`config.mk`:
```
export PLATFORM = sky130hd
export DESIGN_NAME = text_line_folder_core
export DESIGN_NICKNAME = d
export VERILOG_FILES = /design/src/rtl/tlf_pkg.sv /design/src/rtl/tlf_ram.sv /design/src/rtl/tlf_datapath.sv /design/src/rtl/tlf_ctrl.sv /design/src/rtl/text_line_folder_core.sv
export SDC_FILE = /design/constraint.sdc
export NUM_CORES = 1
export LEC_CHECK = 0
export BUFFER_PORTS_ARGS = -buffer_cell sky130_fd_sc_hd__buf_2
export CORE_MARGIN = 2
export CORE_UTILIZATION = 40
export CTS_BUF_LIST = sky130_fd_sc_hd__clkbuf_8
export DETAILED_ROUTE_END_ITERATION = 10
export PLACE_DENSITY = 0.59
export SLEW_MARGIN = 20
export SYNTH_ARGS = -nofsm -noshare
export SYNTH_HDL_FRONTEND = slang
export SYNTH_HIERARCHICAL = 1
export SYNTH_SLANG_ARGS = --single-unit
```
`constraint.sdc`:
```
create_clock -name clk -period 8.1 [get_ports clk]
set_clock_uncertainty 0.1 [all_clocks]
set_input_delay 0.405 -clock clk [delete_from_list [all_inputs] [get_ports clk]]
set_output_delay 0.405 -clock clk [all_outputs]
set_load 0.01 [all_outputs]
```
`src/rtl/tlf_pkg.sv`:
```
// ----------------------------------------------------------------------------
// tlf_pkg: shared types and constants of the text line folder
// Hold store depth, register indexes, control and status structs.
// ----------------------------------------------------------------------------
package tlf_pkg;

  localparam int HOLD_DEPTH = 62;
  localparam int CNT_W      = $clog2(HOLD_DEPTH + 1);
  localparam int IDX_W      = (HOLD_DEPTH > 1) ? $clog2(HOLD_DEPTH) : 1;
  localparam int COL_W      = 17;
  localparam int WIDTH_W    = 16;
  localparam int CFG_IDX_W  = 2;

  localparam logic [CFG_IDX_W-1:0] REG_LINE_WIDTH     = 2'd0;
  localparam logic [CFG_IDX_W-1:0] REG_BREAK_AT_SPACE = 2'd1;
  localparam logic [CFG_IDX_W-1:0] REG_COUNT_BYTES    = 2'd2;

  localparam logic [WIDTH_W-1:0] LINE_WIDTH_RST = 16'd80;

  localparam logic [7:0] CH_BS    = 8'd8;
  localparam logic [7:0] CH_TAB   = 8'd9;
  localparam logic [7:0] CH_NL    = 8'd10;
  localparam logic [7:0] CH_CR    = 8'd13;
  localparam logic [7:0] CH_SPACE = 8'd32;
  localparam logic [7:0] CH_DEL   = 8'd127;

  typedef enum logic [2:0] {
    S_IDLE,
    S_NL_PRE,
    S_RD,
    S_FLUSH,
    S_NL_POST,
    S_BYTE
  } state_t;

  typedef enum logic [1:0] {
    SEL_NL,
    SEL_HOLD,
    SEL_BYTE
  } sel_t;

  // datapath -> controller
  typedef struct packed {
    logic held_only;   // byte goes to the hold store, no beat
    logic nl_pre;      // newline before the held bytes
    logic nl_post;     // newline after the held bytes
    logic flush;       // held bytes to emit
    logic flush_last;  // current flush entry is the final one
  } status_t;

  // controller -> datapath
  typedef struct packed {
    logic accept;
    logic ram_re;
    logic rd_next;
    sel_t sel;
  } cmd_t;

endpackage

```
`src/rtl/tlf_ram.sv`:
```
// ----------------------------------------------------------------------------
// tlf_ram: generic single-write, single-read RAM
// One write port, one read port with registered read data.
// ----------------------------------------------------------------------------
module tlf_ram #(
  parameter int WIDTH = 8,
  parameter int DEPTH = 62
) (
  input  logic                                      clk,
  input  logic                                      we,
  input  logic [((DEPTH > 1) ? $clog2(DEPTH) : 1)-1:0] waddr,
  input  logic [WIDTH-1:0]                          wdata,
  input  logic                                      re,
  input  logic [((DEPTH > 1) ? $clog2(DEPTH) : 1)-1:0] raddr,
  output logic [WIDTH-1:0]                          rdata
);

  logic [WIDTH-1:0] mem_r [DEPTH];

  always_ff @(posedge clk) begin
    if (we) begin
      mem_r[waddr] <= wdata;
    end
    if (re) begin
      rdata <= mem_r[raddr];
    end
  end

endmodule

```
`src/rtl/tlf_datapath.sv`:
```
// ----------------------------------------------------------------------------
// tlf_datapath: column tracking, hold store and result selection
// Decides the plan of each byte, keeps line state and config registers.
// ----------------------------------------------------------------------------
module tlf_datapath (
  input  logic                           clk,
  input  logic                           rst_n,
  input  logic                           cfg_valid,
  input  logic [tlf_pkg::CFG_IDX_W-1:0]  cfg_index,
  input  logic [tlf_pkg::WIDTH_W-1:0]    cfg_data,
  input  logic [7:0]                     in_text_byte,
  input  logic                           in_end_of_line,
  input  tlf_pkg::cmd_t                  cmd,
  output tlf_pkg::status_t               status,
  output logic [7:0]                     out_byte,
  output logic                           out_hold_overflow
);
  import tlf_pkg::*;

  logic [WIDTH_W-1:0] line_width_r;
  logic               break_at_space_r;
  logic               count_bytes_r;

  logic [COL_W-1:0]   column_r, column_nxt;
  logic               spv_r, spv_nxt;
  logic [CNT_W-1:0]   hold_count_r, hold_count_nxt;
  logic               ovf_seen_r, ovf_seen_nxt;

  logic [7:0]         byte_r;
  logic               ovf_flag_r;
  logic [CNT_W-1:0]   rd_idx_r;
  logic [CNT_W-1:0]   flush_len_r;
  logic [7:0]         ram_rdata;

  logic               counted, brk, spv_a, is_space, is_ctrl;
  logic               held_cand, ovf, held, held_only;
  logic [COL_W-1:0]   col_a, col_b;
  logic               ram_we;

  // config registers
  always_ff @(posedge clk) begin
    if (!rst_n) begin
      line_width_r     <= LINE_WIDTH_RST;
      break_at_space_r <= 1'b0;
      count_bytes_r    <= 1'b0;
    end else if (cfg_valid) begin
      case (cfg_index)
        REG_LINE_WIDTH:     line_width_r     <= cfg_data;
        REG_BREAK_AT_SPACE: break_at_space_r <= cfg_data[0];
        REG_COUNT_BYTES:    count_bytes_r    <= cfg_data[0];
        default: ;
      endcase
    end
  end

  // per-byte plan
  always_comb begin
    counted  = count_bytes_r || (in_text_byte[7:6] != 2'b10);
    brk      = counted && (column_r >= {1'b0, line_width_r}) && (column_r != '0);
    spv_a    = brk ? 1'b0 : spv_r;
    col_a    = brk ? '0 : column_r;
    is_space = counted && break_at_space_r &&
               (in_text_byte inside {CH_SPACE, [CH_TAB:CH_CR]});
    is_ctrl  = !count_bytes_r && ((in_text_byte < CH_SPACE) || (in_text_byte == CH_DEL));

    col_b = col_a;
    if (counted) begin
      if (is_ctrl) begin
        case (in_text_byte)
          CH_BS:   col_b = (col_a != '0) ? col_a - COL_W'(1) : col_a;
          CH_CR:   col_b = '0;
          CH_TAB:  col_b = col_a + COL_W'(col_a[2:0] + 3'd1);
          default: col_b = col_a;
        endcase
      end else begin
        col_b = col_a + COL_W'(1);
      end
    end

    held_cand = !is_space && spv_a;
    ovf       = held_cand && (hold_count_r >= CNT_W'(HOLD_DEPTH));
    held      = held_cand && !ovf;
    held_only = held && !in_end_of_line;

    column_nxt     = in_end_of_line ? '0 : col_b;
    spv_nxt        = in_end_of_line ? 1'b0 : (is_space ? 1'b1 : (ovf ? 1'b0 : spv_a));
    hold_count_nxt = held_only ? hold_count_r + CNT_W'(1) : '0;
    ovf_seen_nxt   = in_end_of_line ? 1'b0 : (ovf_seen_r || ovf);
    ram_we         = cmd.accept && held_only;
  end

  assign status.held_only  = held_only;
  assign status.nl_pre     = brk && break_at_space_r && spv_r;
  assign status.nl_post    = brk && !(break_at_space_r && spv_r);
  assign status.flush      = (hold_count_r != '0) && !held_only;
  assign status.flush_last = (rd_idx_r == flush_len_r - CNT_W'(1));

  always_ff @(posedge clk) begin
    if (!rst_n) begin
      column_r     <= '0;
      spv_r        <= 1'b0;
      hold_count_r <= '0;
      ovf_seen_r   <= 1'b0;
    end else if (cmd.accept) begin
      column_r     <= column_nxt;
      spv_r        <= spv_nxt;
      hold_count_r <= hold_count_nxt;
      ovf_seen_r   <= ovf_seen_nxt;
    end
  end

  always_ff @(posedge clk) begin
    if (cmd.accept) begin
      byte_r      <= in_text_byte;
      ovf_flag_r  <= ovf_seen_r || ovf;
      flush_len_r <= hold_count_r;
      rd_idx_r    <= '0;
    end else if (cmd.rd_next) begin
      rd_idx_r <= rd_idx_r + CNT_W'(1);
    end
  end

  tlf_ram #(
    .WIDTH (8),
    .DEPTH (HOLD_DEPTH)
  ) u_hold (
    .clk   (clk),
    .we    (ram_we),
    .waddr (hold_count_r[IDX_W-1:0]),
    .wdata (in_text_byte),
    .re    (cmd.ram_re),
    .raddr (rd_idx_r[IDX_W-1:0]),
    .rdata (ram_rdata)
  );

  always_comb begin
    case (cmd.sel)
      SEL_NL:   out_byte = CH_NL;
      SEL_HOLD: out_byte = ram_rdata;
      SEL_BYTE: out_byte = byte_r;
      default:  out_byte = byte_r;
    endcase
  end

  assign out_hold_overflow = ovf_flag_r;

  a_hold_needs_space: assert property (@(posedge clk) disable iff (!rst_n)
    (hold_count_r != '0) |-> spv_r)
    else $error("held bytes without a space point");

  a_hold_bound: assert property (@(posedge clk) disable iff (!rst_n)
    hold_count_r <= CNT_W'(HOLD_DEPTH))
    else $error("hold count beyond store depth");

  a_flush_in_range: assert property (@(posedge clk) disable iff (!rst_n)
    cmd.rd_next |-> (rd_idx_r < flush_len_r))
    else $error("flush read past held bytes");

endmodule

```
`src/rtl/tlf_ctrl.sv`:
```
// ----------------------------------------------------------------------------
// tlf_ctrl: sequencing controller of the text line folder
// Walks each byte's plan: newline, held-byte flush, newline, byte.
// ----------------------------------------------------------------------------
module tlf_ctrl (
  input  logic               clk,
  input  logic               rst_n,
  input  logic               in_valid,
  output logic               in_ready,
  output logic               out_valid,
  input  logic               out_ready,
  output logic               out_last_of_run,
  input  tlf_pkg::status_t   status,
  output tlf_pkg::cmd_t      cmd
);
  import tlf_pkg::*;

  state_t state_r, state_nxt, start_st;
  logic   flush_r, nl_post_r;

  always_comb begin
    if (status.held_only) begin
      start_st = S_IDLE;
    end else if (status.nl_pre) begin
      start_st = S_NL_PRE;
    end else if (status.flush) begin
      start_st = S_RD;
    end else if (status.nl_post) begin
      start_st = S_NL_POST;
    end else begin
      start_st = S_BYTE;
    end
  end

  // next state
  always_comb begin
    state_nxt = state_r;
    case (state_r)
      S_IDLE: begin
        if (in_valid) state_nxt = start_st;
      end
      S_NL_PRE: begin
        if (out_ready) state_nxt = flush_r ? S_RD : S_BYTE;
      end
      S_RD: begin
        state_nxt = S_FLUSH;
      end
      S_FLUSH: begin
        if (out_ready) begin
          if (!status.flush_last) state_nxt = S_RD;
          else                    state_nxt = nl_post_r ? S_NL_POST : S_BYTE;
        end
      end
      S_NL_POST: begin
        if (out_ready) state_nxt = S_BYTE;
      end
      S_BYTE: begin
        if (out_ready) state_nxt = in_valid ? start_st : S_IDLE;
      end
      default: state_nxt = S_IDLE;
    endcase
  end

  // outputs
  always_comb begin
    in_ready        = 1'b0;
    out_valid       = 1'b0;
    out_last_of_run = 1'b0;
    cmd.ram_re      = 1'b0;
    cmd.rd_next     = 1'b0;
    cmd.sel         = SEL_BYTE;
    case (state_r)
      S_IDLE: begin
        in_ready = 1'b1;
      end
      S_NL_PRE, S_NL_POST: begin
        out_valid = 1'b1;
        cmd.sel   = SEL_NL;
      end
      S_RD: begin
        cmd.ram_re = 1'b1;
      end
      S_FLUSH: begin
        out_valid   = 1'b1;
        cmd.sel     = SEL_HOLD;
        cmd.rd_next = out_ready;
      end
      S_BYTE: begin
        out_valid       = 1'b1;
        out_last_of_run = 1'b1;
        in_ready        = out_ready;
      end
      default: ;
    endcase
    cmd.accept = in_valid && in_ready;
  end

  always_ff @(posedge clk) begin
    if (!rst_n) begin
      state_r <= S_IDLE;
    end else begin
      state_r <= state_nxt;
    end
  end

  always_ff @(posedge clk) begin
    if (cmd.accept) begin
      flush_r   <= status.flush;
      nl_post_r <= status.nl_post;
    end
  end

  a_rd_then_flush: assert property (@(posedge clk) disable iff (!rst_n)
    (state_r == S_RD) |=> (state_r == S_FLUSH))
    else $error("read not followed by flush beat");

  a_accept_clears_run: assert property (@(posedge clk) disable iff (!rst_n)
    cmd.accept |-> (state_r == S_IDLE || (out_valid && out_last_of_run && out_ready)))
    else $error("byte taken while a run is pending");

  a_nl_exclusive: assert property (@(posedge clk) disable iff (!rst_n)
    cmd.accept |-> !(status.nl_pre && status.nl_post))
    else $error("newline planned twice");

endmodule

```
`src/rtl/text_line_folder_core.sv`:
```
// ----------------------------------------------------------------------------
// text_line_folder_core: fold a text byte stream to a configured line width
// Inserts newlines by column count, optionally moving breaks after spaces.
// ----------------------------------------------------------------------------
// Usage
//   Input channel in_*: one text byte per beat plus an end-of-line flag.
//   Result channel out_*: zero or more beats per input byte; out_last_of_run
//   marks the final beat caused by that byte, out_hold_overflow reports a
//   hold store overflow on the current line.
//   Config channel cfg_*: index 0 line width, 1 break at space, 2 count bytes.
//   Always ready; write only while no results are pending.
// Throughput and beat order
//   The first beat of a byte is offered the cycle after it is accepted, unless
//   it opens with a flush of held bytes, which first passes through S_RD.
//   Plain text runs at one byte per cycle while out_ready is high; a byte
//   that is only held yields no beat. An inserted newline adds a beat;
//   each flushed held byte passes S_RD, the registered RAM read, and S_FLUSH.
// Reset
//   rst_n (synchronous) clears line state and loads width 80, modes off.
// Stalls
//   A stalled out_ready holds the current beat; input is taken only with
//   the last beat of the previous byte or when nothing is pending.
// ----------------------------------------------------------------------------
module text_line_folder_core (
  input  logic                           clk,
  input  logic                           rst_n,
  input  logic                           in_valid,
  output logic                           in_ready,
  input  logic [7:0]                     in_text_byte,
  input  logic                           in_end_of_line,
  output logic                           out_valid,
  input  logic                           out_ready,
  output logic [7:0]                     out_byte,
  output logic                           out_last_of_run,
  output logic                           out_hold_overflow,
  input  logic                           cfg_valid,
  output logic                           cfg_ready,
  input  logic [tlf_pkg::CFG_IDX_W-1:0]  cfg_index,
  input  logic [tlf_pkg::WIDTH_W-1:0]    cfg_data
);
  import tlf_pkg::*;

  status_t status;
  cmd_t    cmd;

  assign cfg_ready = 1'b1;

  tlf_ctrl u_ctrl (
    .clk             (clk),
    .rst_n           (rst_n),
    .in_valid        (in_valid),
    .in_ready        (in_ready),
    .out_valid       (out_valid),
    .out_ready       (out_ready),
    .out_last_of_run (out_last_of_run),
    .status          (status),
    .cmd             (cmd)
  );

  tlf_datapath u_dp (
    .clk               (clk),
    .rst_n             (rst_n),
    .cfg_valid         (cfg_valid),
    .cfg_index         (cfg_index),
    .cfg_data          (cfg_data),
    .in_text_byte      (in_text_byte),
    .in_end_of_line    (in_end_of_line),
    .cmd               (cmd),
    .status            (status),
    .out_byte          (out_byte),
    .out_hold_overflow (out_hold_overflow)
  );

endmodule
```
==> flow_summary.yaml, run 1 <==
finish:
  multi_input_area_mm2: 0.00754
  fillers: 5449
  layout-drive-gt1-share_pct: 19.6
  syn_to_final_growth_pct: 11.8
  seqCellArea_mm2: 0.0167
  fin_area_mm2: 0.0278
  nets: 1747
synth:
  ys_seq_area_share_pct: 67.1
  synth-seq-cells: 573
  synth_fa_ha_area_share_pct: 1.31
  synth_top_family_by_area: "multiplexers"
  synth_nets: 1664
  syn_inst: 1606
  ys_types: 93
  synth_simple_gate_area_share_pct: 8.43
  yosysWarnings: 6
  synth_flop_cell: "edfxtp_1"
  muxShareOfSynthArea_pct: 12.6
  syn-mean-instance-area_um2: 15.5
  async_reset_ff_share_pct: 0
  syn_area_mm2: 0.0249
  synth_xor_area_share_pct: 1.16
  synth_edf_count: 521
  synth-compound-area-share_pct: 6.74
critical_path:
  timing.rr.start: "u_dp/column_r[6]$_SDFFE_PN0P_"
  start_kind: "flop"
  path_cells: "ha_1 > a21oi_1 > o21ai_0 > a2111oi_4 > o21ai_2 > and2_4 > nor3_1 > and3_1 > and2_1 > nor2b_1 > nand3_1 > nor2_1"
  cp_slowest_cell: "nor2_1"
  r2r_end: "u_dp/u_hold/mem_r[53][7]$_DFFE_PP_"
  endpoint: "u_dp/u_hold/mem_r[53][7]$_DFFE_PP_"
  critical_path_class: "flop to flop"
  crit_required_ps: 8290
  crit_fanout: 23
  worstSetupStartpoint: "u_dp/column_r[6]$_SDFFE_PN0P_"
  r2r_cells: 12
  r2r_setup_slack_ps: 3030
  endpoint_kind: "flop"
  critPathArrivalTime_ps: 5260
  max_stage_delay_ps: 850
cts:
  clk_pin_slew_ps: 60
  htree_levels: 3
  cts_root_buffer: "clkbuf_8"
  max-clock-path-buffers: 3
  cts_tree: "built"
  cts_resized: 0
  numClockSinks: 573
  cts_buffers: 92
  clkLatencyLatePin_ps: 670
grt:
  overflow: 0
  grt_pass1_vias: 14800
  antenna_found_initial: 2
  grt_pass1_wl_um: 94400
  grt_usage_pct: 19.9
  grt_max_degree: 69
sta:
  final.min_clock_period_ps: 5070
  rsz0062_at_grt: "no"
  worst_pin_slew_ps: 1070
  hold_viol: 0
  slew_violations: 0
  tns_ps: 0
  fin_crit_sh_pct: 62.6
  setup_violations: 0
  timing.fmax_mhz: 197
  slew_headroom_pct: 28.5
die:
  rows: 91
  die_area_mm2: 0.0642
  core-area_mm2: 0.0616
  ios: 45
  start_util_pct: 40.4
  fp.dieH_um: 253
  die_width_um: 253
detailed_routing:
  via_per_inst: 5.70
  routed_wl_um: 63600
  routedWlPerCell_um: 24.5
  drc: 0
  vias: 14800
  drtIter0Drc: 1436
  drt.antenna.violating_nets: 0
  drtPass1Iterations: 5
power_and_ir_drop:
  powerDensity_mw_per_mm2: 225
  ir_worst_vdd_mv: 0.208
  power_leakage_uw: 0.00880
place:
  hpwl_um: 39700
  gp_congestion: 0.875
  place.port_buffers: 43
  dpl-instance-area_mm2: 0.0258
outcome:
  status: "finished clean"
job:
  maxCapViolCount: 0
hold_path:
  hold_path.class: "input port to flop"
==> worst min-delay path by stage <==
stage | from | end | cells past startpoint
3_3_place_gp | u_dp/line_width_r[10]$_SDFFE_PN0P_ | u_dp/line_width_r[10]$_SDFFE_PN0P_ | 2
5_1_grt | in_valid | u_ctrl/state_r[0]$_SDFFE_PN0P_ | 3
6_report | out_ready | u_ctrl/state_r[1]$_SDFFE_PN0P_ | 4
2_1_floorplan | u_dp/line_width_r[10]$_SDFFE_PN0P_ | u_dp/line_width_r[10]$_SDFFE_PN0P_ | 2
3_5_place_dp | u_dp/line_width_r[3]$_SDFFE_PN0P_ | u_dp/line_width_r[3]$_SDFFE_PN0P_ | 2
4_1_cts | out_ready | u_ctrl/state_r[1]$_SDFFE_PN0P_ | 4
==> power breakdown <==
| group | internal [uW] | leakage, uW | switching, uW |
|---|---|---|---|
| logic | 185 | 0.00268 | 317 |
| registers | 3260 | 0.00511 | 42.8 |
| clock network | 1260 | 0.00101 | 1170 |
==> critical path: cells and delay by family, from the launching register on <==
kind                     cells  cell delay [ps]
adder cells (fa/ha/maj)      1              340
flip-flops                   1              630
AND/OR/NAND/NOR              7             2830
AO/OA/AOI/OAI                4              760
==> metrics by stage <==
stage,setup WS (ps),utilization [%],hold WS [ps],std cells,power (uW)
global route,2750,45.1,65.5,2602,6480
global placement,3260,41.9,357,2415,3860
CTS,3080,45.1,7.29,2601,6310
floorplan,4460,-,343,1606,3680
finish,3030,45.1,48.9,2602,6240
detailed placement,3100,41.9,361,2415,3860
==> cells in the final DEF (no fill, tap or decap), drive strengths merged, types with 8 or more instances in the layout <==
| master | Yosys | routed |
|---|---|---|
| edfxtp | 521 | 521 |
| nor2 | 128 | 128 |
| nand2 | 118 | 118 |
| mux4 | 114 | 114 |
| clkbuf | 46 | 95 |
| inv | 39 | 67 |
| o21ai | 67 | 67 |
| buf | 48 | 66 |
| dfxtp | 52 | 52 |
| mux2i | 45 | 45 |
| clkinv | 1 | 40 |
| nand3 | 38 | 38 |
| a21oi | 38 | 38 |
| ha | 26 | 26 |
| nor2b | 19 | 19 |
| a21boi | 19 | 19 |
| dlygate4sd3 | 0 | 17 |
| xnor2 | 17 | 17 |
| a31oi | 16 | 16 |
| xor2 | 16 | 16 |
| and3 | 16 | 16 |
| and2 | 16 | 16 |
| nand4 | 15 | 15 |
| nor3 | 15 | 15 |
| nor4 | 14 | 14 |
| o22ai | 13 | 13 |
| a221oi | 12 | 12 |
| mux2 | 11 | 11 |
| nand2b | 9 | 9 |
| a22oi | 8 | 8 |
==> synth_stat cells, types with 10 or more instances <==
library cell	count	area share, %
nand2_1	117	1.8
mux2i_1	45	1.8
nor2b_1	19	0.48
dfxtp_1	52	4.2
nor3_1	13	0.26
a21boi_0	17	0.51
o21ai_0	55	1.1
a21oi_1	37	0.74
nand3_1	37	0.74
mux2_2	10	0.45
mux4_2	114	10
buf_2	17	0.34
xnor2_1	17	0.60
nor2_1	125	1.9
buf_4	16	0.48
o21ai_1	10	0.20
o22ai_1	13	0.33
nor4_1	12	0.30
and3_1	15	0.38
xor2_1	16	0.56
a31oi_1	16	0.40
edfxtp_1	521	63
a221oi_1	11	0.39
inv_1	39	0.59
clkbuf_1	46	0.69
ha_1	26	1.3
nand4_1	15	0.38
==> per-layer routing <==
layer | vias to the layer above | global-route usage, % | routed length, um
li1 | 6502 | - | -
met1 | 7627 | 27.8 | 27500
met2 | 605 | 30.9 | 29400
met3 | 98 | 4.61 | 5240
met4 | 0 | 6.73 | 1420
met5 | - | 0 | 0
==> registers in the layout, summed over array words and instances, names as in the netlist <==
name,cells
u_dp/byte_r,8
u_ctrl/state_r,3
u_ctrl/flush_r,1
u_dp/spv_r,1
u_ctrl/nl_post_r,1
u_dp/column_r,17
u_dp/rd_idx_r,6
u_dp/u_hold/rdata,8
u_dp/break_at_space_r,1
u_dp/out_hold_overflow,1
u_dp/line_width_r,16
u_dp/ovf_seen_r,1
u_dp/u_hold/mem_r,496
u_dp/hold_count_r,6
u_dp/count_bytes_r,1
u_dp/flush_len_r,6
==> final cells by class <==
class,instances,area share [%]
diodes,1,0.00900
multi-input cells,899,27.1
inverters,40,0.540
clock buffers,95,4.70
well taps,837,3.77
flip-flops and latches,573,60.1
repair buffers,83,2.05
clock inverters,74,1.75
==> timing repair <==
item / CTS / global route
hold buffers: 17 / 0
buffers inserted: 0 / 0
hold endpoints to repair: 19 / 0
==> logic make-up (layout without fill, tap and decap cells) <==
kind of cell,Yosys count,in the layout
flip-flops,573,573
AND/OR/NAND/NOR,424,424
AO/OA/AOI/OAI,245,245
multiplexers,170,170
buffers and inverters,134,292
XOR/XNOR,33,33
adder cells (fa/ha/maj),26,26
other,1,2
Power figures use the tool's default switching activity.
==> run 2, diff against run 1 <==
Clock period 8.1 ns to 5.18 ns, I/O delays scaled along.
==> flow_summary.yaml, run 2 (same netlist as run 1, synthesis figures left out) <==
place:
  dp.cells: 2474
  dpl_worst_slack_ps: 655
  gp_congestion: 0.887
  hpwl_um: 40900
  place.port_buffers: 43
finish:
  nets: 1832
  layout_commonest_cell: "edfxtp_1"
  final_util_pct: 46.3
  layout-drive-gt1-share_pct: 22.3
  final_cell_mix: "521 x edfxtp_1, 125 x nor2_1, 117 x nand2_1, 114 x mux4_2, 99 x clkbuf_8"
  regMostFlops: "u_dp/u_hold/mem_r"
  largest_reg_flops: 496
  layoutNonFillerInstCount: 2683
  syn_to_final_growth_pct: 14.7
  largest_registers: "u_dp/u_hold/mem_r: 496 flops, u_dp/column_r: 17 flops, u_dp/line_width_r: 16 flops"
sta:
  finalWorstSetupSlack_ps: 624
  timing.fmax_mhz: 219
  worst_pin_slew_ps: 908
  hold_viol: 0
  rsz0062_at_grt: "no"
  fin_crit_sh_pct: 88.0
  final.min_clock_period_ps: 4560
  setup_violations: 0
  slew_headroom_pct: 39.2
  slew_violations: 0
  hold_slack_ps: 53.8
  tns_ps: 0
die:
  ios: 45
  die_area_mm2: 0.0642
  fp.dieH_um: 253
  start_util_pct: 40.4
  rows: 91
  die_width_um: 253
  core-area_mm2: 0.0616
cts:
  htree_levels: 3
  cts_buffers: 91
  cts_resized: 0
  cts_root_buffer: "clkbuf_8"
  cts_tree: "built"
  clk_pin_slew_ps: 60
  max-clock-path-buffers: 3
  clkLatencyLatePin_ps: 680
  numClockSinks: 573
power_and_ir_drop:
  ir_worst_vdd_mv: 0.315
  power_leakage_uw: 0.00918
  powerDensity_mw_per_mm2: 343
detailed_routing:
  routedWlPerCell_um: 24.1
  drtPass1Iterations: 6
  routed_wl_um: 64800
  vias: 15200
  via_per_inst: 5.66
  drt.antenna.violating_nets: 0
  drtIter0Drc: 1524
  drc: 0
critical_path:
  start_kind: "flop"
  critical_path_class: "flop to flop"
  endpoint_kind: "flop"
  crit_required_ps: 5390
  critPathArrivalTime_ps: 4760
  crit_fanout: 11
grt:
  grt_pass1_vias: 15200
  grt_max_degree: 68
  grt_usage_pct: 20.4
  overflow: 0
  antenna_found_initial: 2
  grt_pass1_wl_um: 97100
hold_path:
  hold_path.class: "input port to flop"
job:
  maxCapViolCount: 0
outcome:
  status: "finished clean"
-- run 2: cell count changes in the layout (fill, tap and decap cells not counted), moves of 3 or more --
cell and delta:
buf_4 +58, dlygate4sd3_1 +27, clkinv_1 -10, clkbuf_8 +4
clkinvlp_4 +3
-- run 2: per-layer routing --
layer  wire length, um  GRT usage (%)
met3              4790           3.87
met2             30500           32.4
met4              1390           6.53
met5                 0              0
met1             28100           28.4
-- run 2: area by class of cell --
type | count | area [um2]
clock buffer | 99 | 1360
multi-input combinational | 899 | 7540
inverter | 40 | 150
timing repair buffer | 169 | 1300
antenna | 1 | 2.50
clock inverter | 65 | 424
tap | 837 | 1050
sequential | 573 | 16700
fill | 5340 | 33100
-- run 2: timing repair --
item | CTS | global route
hold buffers | 44 | 0
endpoints found under the hold margin | 34 | 0
buffers inserted | 0 | 0
-- run 2: where the power goes --
| group | leakage [uW] | internal [uW] | switching [uW] |
|---|---|---|---|
| registers | 0.00511 | 5100 | 67.3 |
| clock network | 0.000993 | 1980 | 1830 |
| logic | 0.00307 | 303 | 496 |
-- run 2: worst paths after layout --
kind                                                          from                                 end  slack, ps  depth (start not counted)
worst max-delay path                 u_dp/column_r[4]$_SDFFE_PN0P_  u_dp/u_hold/mem_r[24][3]$_DFFE_PP_        620                         12
worst min-delay path                                         rst_n      u_ctrl/state_r[0]$_SDFFE_PN0P_         50                          3
worst max register to register       u_dp/column_r[4]$_SDFFE_PN0P_  u_dp/u_hold/mem_r[24][3]$_DFFE_PP_        620                         12
worst min register to register  u_dp/line_width_r[12]$_SDFFE_PN0P_  u_dp/line_width_r[12]$_SDFFE_PN0P_        370                          2
-- run 2: stage by stage --
stage / cell area (um2) / power [uW]
CTS: 28500 / 9870
finish: 28500 / 9770
global placement: 26300 / 6030
detailed placement: 26300 / 6040
global route: 28500 / 10100
floorplan: 24900 / 5760
-- run 2: worst max-delay path: stages, from the launching register on --
cell and delay [ps]:
dfxtp_1 570, ha_1 340, a21oi_1 130, o21ai_1 130, a2111oi_4 390, o21ai_2 180, and2_4 190, nor3_1 200
and3_1 350, and2_1 310, nor2b_1 280, nand2_1 340, nor2_1 680
==> run 3, diff against run 2 <==
Settings changed: CORE_MARGIN 2 to 5.
Clock period 5.18 ns to 5.2 ns, I/O delays scaled along.
==> flow_summary.yaml, run 3 (same netlist as run 1, synthesis figures left out) <==
critical_path:
  timing.rr.start: "u_dp/column_r[4]$_SDFFE_PN0P_"
  crit_required_ps: 5380
  max_stage_delay_ps: 660
  crit_fanout: 23
  cp_slowest_cell: "nor2_1"
  r2r_setup_slack_ps: 520
  start_kind: "flop"
  critical_path_class: "flop to flop"
  critPathBufInv: 0
  endpoint_kind: "flop"
  critPathArrivalTime_ps: 4860
  r2r_cells: 12
  r2r_end: "u_dp/u_hold/mem_r[60][6]$_DFFE_PP_"
  cp_top_family: "simple AND/OR/NAND/NOR gates"
  path_cells: "ha_1 > a21oi_1 > o21ai_1 > a2111oi_4 > o21ai_2 > and2_4 > nor3_1 > and3_1 > and2_1 > nor2b_1 > nand2_1 > nor2_1"
cts:
  htree_levels: 3
  cts_resized: 0
  cts_root_buffer: "clkbuf_8"
  max-clock-path-buffers: 3
  clkLatencyLatePin_ps: 670
  clk_pin_slew_ps: 60
  cts_tree: "built"
  numClockSinks: 573
  post-cts-setup-buffers: 0
  cts_buffers: 89
  ctsHoldBuffers: 42
sta:
  slew_violations: 0
  worst_pin_slew_ps: 1060
  hold_slack_ps: 39.5
  tns_ps: 0
  timing.fmax_mhz: 214
  rsz0062_at_grt: "no"
  fin_crit_sh_pct: 90.0
  final.min_clock_period_ps: 4680
  finalWorstSetupSlack_ps: 520
  hold_viol: 0
  slew_headroom_pct: 28.7
  setup_violations: 0
grt:
  grt_pass1_vias: 15200
  overflow: 0
  grt_pass1_wl_um: 96700
  grt_usage_pct: 19.1
  antenna_found_initial: 5
  grt_max_degree: 68
job:
  maxCapViolCount: 0
finish:
  final_util_pct: 45.9
  fillers: 5345
  final_cell_mix: "521 x edfxtp_1, 125 x nor2_1, 117 x nand2_1, 114 x mux4_2, 90 x clkbuf_8"
  layoutNonFillerInstCount: 2667
  layout-drive-gt1-share_pct: 21.0
  syn_to_final_growth_pct: 13.8
  nets: 1820
  largest_reg_flops: 496
  largest_registers: "u_dp/u_hold/mem_r: 496 flops, u_dp/column_r: 17 flops, u_dp/line_width_r: 16 flops"
  regMostFlops: "u_dp/u_hold/mem_r"
  layout_commonest_cell: "edfxtp_1"
detailed_routing:
  via_per_inst: 5.65
  routed_wl_um: 64300
  routedWlPerCell_um: 24.1
  drtIter0Drc: 1512
  drtPass1Iterations: 5
  vias: 15100
  drt.antenna.violating_nets: 0
  drc: 0
hold_path:
  min_to: "u_ctrl/state_r[0]$_SDFFE_PN0P_"
  min_path_cells: 3
  min-delay-start: "rst_n"
  hold_path.class: "input port to flop"
power_and_ir_drop:
  power_leakage_uw: 0.00909
  powerDensity_mw_per_mm2: 335
  ir_worst_vdd_mv: 0.267
die:
  ios: 45
  start_util_pct: 40.4
  core-area_mm2: 0.0616
  die_area_mm2: 0.0672
  die_width_um: 259
  rows: 91
  fp.dieH_um: 259
place:
  gp_congestion: 0.906
  dp.cells: 2466
  hpwl_um: 40700
  place.port_buffers: 43
  dpl_worst_slack_ps: 595
outcome:
  status: "finished clean"
-- run 3: through the flow --
stage	total power [uW]	instance area, um2
after detailed placement	6020	26200
after global routing	9870	28300
after CTS	9600	28300
final	9490	28300
after floorplan	5740	24900
after global placement	6010	26200
-- run 3: how the worst max path moves through the flow --
stage | to | slack [ps] | from | cells past startpoint
after floorplan | u_dp/u_hold/mem_r[29][0]$_DFFE_PP_ | 1560 | u_dp/line_width_r[10]$_SDFFE_PN0P_ | 14
after global placement | u_dp/u_hold/mem_r[28][2]$_DFFE_PP_ | 790 | u_dp/column_r[2]$_SDFFE_PN0P_ | 12
after detailed placement | u_dp/u_hold/mem_r[60][1]$_DFFE_PP_ | 590 | u_dp/column_r[2]$_SDFFE_PN0P_ | 12
after CTS | u_dp/u_hold/mem_r[60][6]$_DFFE_PP_ | 560 | u_dp/column_r[4]$_SDFFE_PN0P_ | 12
after global routing | u_dp/u_hold/mem_r[60][2]$_DFFE_PP_ | 180 | u_dp/column_r[2]$_SDFFE_PN0P_ | 12
final | u_dp/u_hold/mem_r[60][6]$_DFFE_PP_ | 520 | u_dp/column_r[4]$_SDFFE_PN0P_ | 12
-- run 3: cell type report --
| cell class | count | area [um2] | share of cell area (%) |
|---|---|---|---|
| Inverter | 40 | 150 | 0.531 |
| Clock buffer | 90 | 1240 | 4.38 |
| Sequential cell | 573 | 16700 | 59.0 |
| Multi-Input combinational cell | 899 | 7540 | 26.6 |
| Timing Repair Buffer | 159 | 1220 | 4.30 |
| Antenna cell | 3 | 7.51 | 0.0265 |
| Clock inverter | 66 | 395 | 1.40 |
| Tap cell | 837 | 1050 | 3.70 |
-- run 3: tightest hold or removal path, stage by stage --
cell and delay (ps):
buf_2 300, inv_1 140, a221oi_2 40
-- run 3: metal layers --
metal	routed length [um]	vias up	GRT usage (%)
met5	0	-	0
met4	1860	0	6.41
met3	5230	104	4.04
met2	29600	599	29.5
met1	27600	7731	27.1
li1	-	6626	-
-- run 3: power breakdown --
group          switching (uW)  total (uW)  internal, uW
logic                     498         799           301
registers                64.9        5140          5080
clock network            1730        3540          1820
total                    2290        9490          7200
